===== config.mk =====
export PLATFORM = sky130hd
export DESIGN_NAME = prat_ctrl
export DESIGN_NICKNAME = d
export VERILOG_FILES = /design/src/sv/prat_pkg.sv /design/src/sv/prat_ctrl.sv
export SDC_FILE = /design/constraint.sdc
export NUM_CORES = 1
export LEC_CHECK = 0
export BUFFER_PORTS_ARGS = -buffer_cell sky130_fd_sc_hd__buf_4
export CAP_MARGIN = 20
export CORE_MARGIN = 1
export CORE_UTILIZATION = 51
export DETAILED_ROUTE_END_ITERATION = 8
export GPL_TIMING_DRIVEN = 0
export PLACE_DENSITY_LB_ADDON = 0.05
export SYNTH_ARGS = -nofsm -noshare
export SYNTH_HDL_FRONTEND = slang
export SYNTH_SLANG_ARGS = --single-unit

===== constraint.sdc =====
create_clock -name clk -period 2.15 [get_ports clk]
set_input_delay 0.3225 -clock clk [delete_from_list [all_inputs] [get_ports clk]]
set_output_delay 0.3225 -clock clk [all_outputs]
set_load 0.05 [all_outputs]

===== src/sv/prat_pkg.sv =====
// ----------------------------------------------------------------------------
// prat_pkg
// Shared types and constants for the rotor angle tracking PLL.
// ----------------------------------------------------------------------------
package prat_pkg;

  localparam logic [1:0] KIND_PREDICT = 2'd0;
  localparam logic [1:0] KIND_CORRECT = 2'd1;
  localparam logic [1:0] KIND_LOAD    = 2'd2;
  localparam logic [1:0] KIND_UNUSED  = 2'd3;

  localparam logic [2:0] REG_KP     = 3'd0;
  localparam logic [2:0] REG_KI     = 3'd1;
  localparam logic [2:0] REG_MAXINV = 3'd2;
  localparam logic [2:0] REG_MININT = 3'd3;
  localparam logic [2:0] REG_MAXINT = 3'd4;

  localparam logic [31:0] LOCK_COUNT = 32'd3;

  // multiplier operand select
  typedef enum logic [1:0] {
    MOP_VEL_AGE = 2'd0,
    MOP_VEL_EL  = 2'd1,
    MOP_KI_DT   = 2'd2,
    MOP_KP_DT   = 2'd3
  } mop_t;

  // commands from controller to datapath
  typedef struct packed {
    logic capture;     // latch input item
    logic load_angle;  // load angle state
    logic mul_start;   // start serial multiply
    mop_t mul_op;
    logic gain_mul;    // gain*dt product (second operand mag)
    logic apply_pred;  // position += product
    logic set_atmeas;  // at_meas = position - product; compute innovation
    logic apply_vel;   // velocity += product
    logic apply_pos;   // at_meas += product
    logic final_pos;   // position = at_meas + product; commit sample
    logic clear_first;
  } dp_cmd_t;

  typedef struct packed {
    logic [1:0] kind;
    logic       ready_trk;
    logic       first_pend;
    logic       mul_done;
    logic       outlier;
  } dp_stat_t;

endpackage


===== src/sv/prat_ctrl.sv =====
// ----------------------------------------------------------------------------
// prat_ctrl
// Sequencer: input transfer, multiply steps, result register handshake.
// ----------------------------------------------------------------------------
module prat_ctrl (
  input  logic               clk,
  input  logic               rst,
  input  logic               valid,
  output logic               ready,
  output logic               out_valid,
  input  logic               out_ready,
  output prat_pkg::dp_cmd_t  cmd,
  input  prat_pkg::dp_stat_t stat
);
  typedef enum logic [9:0] {
    S_IDLE = 10'b0000000001, S_DEC  = 10'b0000000010, S_PRED = 10'b0000000100,
    S_BACK = 10'b0000001000, S_CHK  = 10'b0000010000, S_VEL  = 10'b0000100000,
    S_POS  = 10'b0001000000, S_FWDS = 10'b0010000000, S_FWD  = 10'b0100000000,
    S_OUT  = 10'b1000000000
  } state_t;

  state_t state, state_next;

  assign ready     = (state == S_IDLE);
  assign out_valid = (state == S_OUT);

  always_comb begin
    state_next = state;
    cmd = '0;
    cmd.mul_op = prat_pkg::MOP_VEL_AGE;
    case (state)
      S_IDLE: if (valid) begin cmd.capture = 1'b1; state_next = S_DEC; end
      S_DEC: begin
        case (stat.kind)
          prat_pkg::KIND_PREDICT: begin
            if (stat.ready_trk) begin
              cmd.mul_start = 1'b1; cmd.mul_op = prat_pkg::MOP_VEL_EL; state_next = S_PRED;
            end else state_next = S_OUT;
          end
          prat_pkg::KIND_CORRECT: begin
            if (!stat.ready_trk || stat.first_pend) begin
              cmd.load_angle = 1'b1;
              state_next = S_OUT;
            end else begin
              cmd.mul_start = 1'b1; state_next = S_BACK;
            end
          end
          prat_pkg::KIND_LOAD: begin cmd.load_angle = 1'b1; state_next = S_OUT; end
          default: state_next = S_OUT;
        endcase
        // first sample after load: load again, then disarm
        if (stat.kind == prat_pkg::KIND_CORRECT && stat.ready_trk && stat.first_pend)
          cmd.clear_first = 1'b1;
      end
      S_PRED: begin
        cmd.mul_op = prat_pkg::MOP_VEL_EL;
        if (stat.mul_done) begin cmd.apply_pred = 1'b1; state_next = S_OUT; end
      end
      S_BACK: if (stat.mul_done) begin cmd.set_atmeas = 1'b1; state_next = S_CHK; end
      S_CHK: begin
        if (stat.outlier) state_next = S_OUT;
        else begin
          cmd.mul_start = 1'b1; cmd.gain_mul = 1'b1;
          cmd.mul_op = prat_pkg::MOP_KI_DT; state_next = S_VEL;
        end
      end
      S_VEL: begin
        cmd.gain_mul = 1'b1; cmd.mul_op = prat_pkg::MOP_KI_DT;
        if (stat.mul_done) begin cmd.apply_vel = 1'b1; state_next = S_POS; end
      end
      S_POS: begin
        cmd.gain_mul = 1'b1; cmd.mul_op = prat_pkg::MOP_KP_DT;
        cmd.mul_start = 1'b1; state_next = S_FWDS;
      end
      S_FWDS: begin
        cmd.gain_mul = 1'b1; cmd.mul_op = prat_pkg::MOP_KP_DT;
        if (stat.mul_done) begin
          // gain product lands while the forward projection starts
          cmd.apply_pos = 1'b1; state_next = S_FWD;
          cmd.mul_start = 1'b1;
          cmd.mul_op = prat_pkg::MOP_VEL_AGE;
        end
      end
      S_FWD: begin
        if (stat.mul_done) begin cmd.final_pos = 1'b1; state_next = S_OUT; end
      end
      S_OUT: if (out_ready) state_next = S_IDLE;
      default: state_next = S_IDLE;
    endcase
  end

  always_ff @(posedge clk) begin
    if (rst) state <= S_IDLE;
    else     state <= state_next;
  end

  ap_no_start_idle: assert property (@(posedge clk) disable iff (rst)
    (state == S_IDLE) |-> !cmd.mul_start) else $error("multiply started while idle");
  ap_out_holds: assert property (@(posedge clk) disable iff (rst)
    (out_valid && !out_ready) |=> out_valid) else $error("result dropped");
  ap_done_busy: assert property (@(posedge clk) disable iff (rst)
    stat.mul_done |-> !(state == S_IDLE || state == S_OUT)) else $error("stray done");
endmodule

==> run metrics <==
Setup Skew=2.79 ps; CTS buffer count=3; syn_nets=131; GRT Total Usage=31.6%; Crit Path Class=reg -> out; CP required=1830 ps; max reg flops=10; Clock Path Buffers=2; Tcrit/Tclk final=99.0%; Power Density=721 nW/um2; Synth Area per Inst=7.81 um2; hold path depth=3; Max Cap Viol=0; Hold Fails Final Rpt=0; drt total wl=2850 um; Synth Flop Type=dfxtp_1; leakage power=0.560 nW; global-route wire length before repair=4500 um; post-synth cell types=38; Routed Antenna Nets=0; Die X=44.3 um; Max Freq=470 MHz; vias in the first global route=958; CTS tree=done; core area=1590 um2; P&R area growth vs syn=45.5%; Sw Pwr=0.402 mW; Post-Route Utilization=83.4%; initial antenna violation count=0; Largest Register=state; unrepaired setup endpoints after global routing=yes; gpl congestion=0.836; WP data arrival=1810 ps; sequential share of the synthesized area=21.9%; largest net degree at the start of global routing=10; Die H=44.3 um; #FFs+latches synth=10; Mapped Area=913 um2; worst flop-to-flop path startpoint=state[7]; Largest regs=state x10; Hold WC Path Type=in -> reg; Startpoint Class=flop; status=finished, final reports clean; CP startpoint=state[7]; total grt overflow=0; YS warnings=0; Port Buf Inserts=22; Setup-failing EPs final=0; Starting DRT DRC Count=55; die area=1960 um2; Int Power=0.556 mW; synthesized instance count=117; Root Buffer=clkbuf_4; Logic pwr share=55.6%; Net Sw Frac=41.9%; Min Hold Slack=314 ps; minimum clock period=2130 ps; ANT cells=0; Reg power frac=25.6%; TritonRoute pass-1 iters=4; WL/cell=16.5 um; worst skew pair latency=270 ps; Post-DP HPWL=1820 um; max-slew violations=0; crit-path max FO=8; Worst Reg-to-Reg Cells=6; Hold-fix buffers, CTS=0; Worst setup EP type=output pin; via count of the routed design=1088; IO Pins=24; nets=164; Reg clk slew, reported paths=80 ps; asr flop ratio synth=0%; vias per inst=6.29; row count=14; layout cells sized above 1=45.0%; # clock sinks=10; clock share of power=18.8%; worst slew pin tran=583 ps; Starting Density=57.3%; Total Power=0.958 mW; DR DRC count=0; Post-synth EDFFs=0; Rel. slew slack=60.8%; Hold Crit Start=out_ready; htree depth=1; largest vdd supply drop=906 uV
==> path summary, 6_finish.rpt <==
check | end | slack, ps
max | cmd[9] | 20
min | state[9] | 310
max reg2reg | state[0] | 100
min reg2reg | state[4] | 570
==> area by class of cell <==
type	instances	area [um2]
timing repair buffer	34	283
multi-input combinational	96	747
tap	24	30.0
inverter	4	15.0
sequential	10	214
buffer	1	3.75
clock buffer	4	36.3
fill	103	265
==> through the flow <==
| step | worst slack, ps | TNS, ps | instances | instance area [um2] |
|---|---|---|---|---|
| floorplan | -203 | -203 | 117 | 952 |
| global placement | 29.8 | 0 | 163 | 1150 |
| detailed placement | -53.6 | -96.3 | 163 | 1150 |
| CTS | 1.45 | 0 | 171 | 1270 |
| global route | -66.6 | -145 | 173 | 1330 |
| finish | 21.3 | 0 | 173 | 1330 |
==> Yosys cell counts (2+ instances only) <==
cell type	count	area, um2
a21oi_1	8	40.0
and2_1	4	25.0
and4_1	2	17.5
and4b_1	2	20.0
buf_1	2	7.51
buf_6	2	22.5
clkbuf_1	2	7.51
dfxtp_1	10	200
ha_1	4	50.1
inv_1	4	15.0
nand2_1	7	26.3
nand2b_1	2	12.5
nand3_1	6	30.0
nand4_1	2	12.5
nor2_1	13	48.8
nor2b_1	4	25.0
nor3_1	4	20.0
nor3b_1	4	30.0
nor4b_1	4	35.0
o211ai_1	2	15.0
o21ai_0	8	40.0
or3_1	2	12.5
or3b_1	2	17.5
xnor2_1	3	26.3
==> critical path, cell delays in order, from the launching register on <==
cell,delay [ps]
dfxtp_2,390
nor4_4,380
and4b_2,360
nand3_2,120
nand4_1,110
buf_6,170
==> logic make-up (layout without fill, tap and decap cells) <==
group	count (synthesis)	after routing	synth area share, %
and+or+nand+nor	63	63	43.3
AOI/OAI and AO/OA	24	24	18.1
DFF	10	10	21.9
buffers and inverters	11	43	6.30
adders and majority gates	4	4	5.48
xor gates and xnor gates	4	4	3.84
muxes	1	1	1.10
==> layout by cell type, fill, tap and decap left out, types with 2 or more instances in the layout <==
master / n
buf_4: 25
nor2_1: 11
a21oi_1: 8
buf_6: 8
nand2_1: 6
o21ai_0: 6
dfxtp_2: 5
inv_1: 4
nor3_1: 4
ha_1: 4
nor2b_1: 3
nand3_2: 3
nand3_1: 3
nor3b_1: 3
xnor2_1: 3
clkbuf_4: 3
dfxtp_1: 3
nor4b_4: 2
nand4_1: 2
and2_4: 2
and2_1: 2
or3_4: 2
o21ai_2: 2
o211ai_1: 2
and4_1: 2
nand2b_1: 2
nor2_2: 2
nor4b_1: 2
or3b_1: 2
dfxtp_4: 2
==> layer usage <==
metal | track usage [%] | wire length, um | vias up
li1 | - | - | 496
met5 | 0 | 0 | -
met3 | 6.53 | 200 | 20
met1 | 38.3 | 1090 | 498
met2 | 51.5 | 1460 | 74
met4 | 18.8 | 99 | 0
==> power groups by stage <==
| stage | registers [mW] | logic [mW] | clock network (mW) |
|---|---|---|---|
| 6_report | 0.245 | 0.532 | 0.180 |
| 5_1_grt | 0.246 | 0.557 | 0.193 |
| 4_1_cts | 0.233 | 0.518 | 0.180 |
| 3_5_place_dp | 0.236 | 0.453 | 0 |
| 3_3_place_gp | 0.235 | 0.435 | 0 |
| 2_1_floorplan | 0.231 | 0.356 | 0 |
==> what timing repair did <==
action	in CTS	in global routing
resized for setup	14	18
pin swaps	9	11
setup buffers	8	4
endpoints found under the setup margin	11	21
No activity file was read; power rests on OpenSTA's default activity.
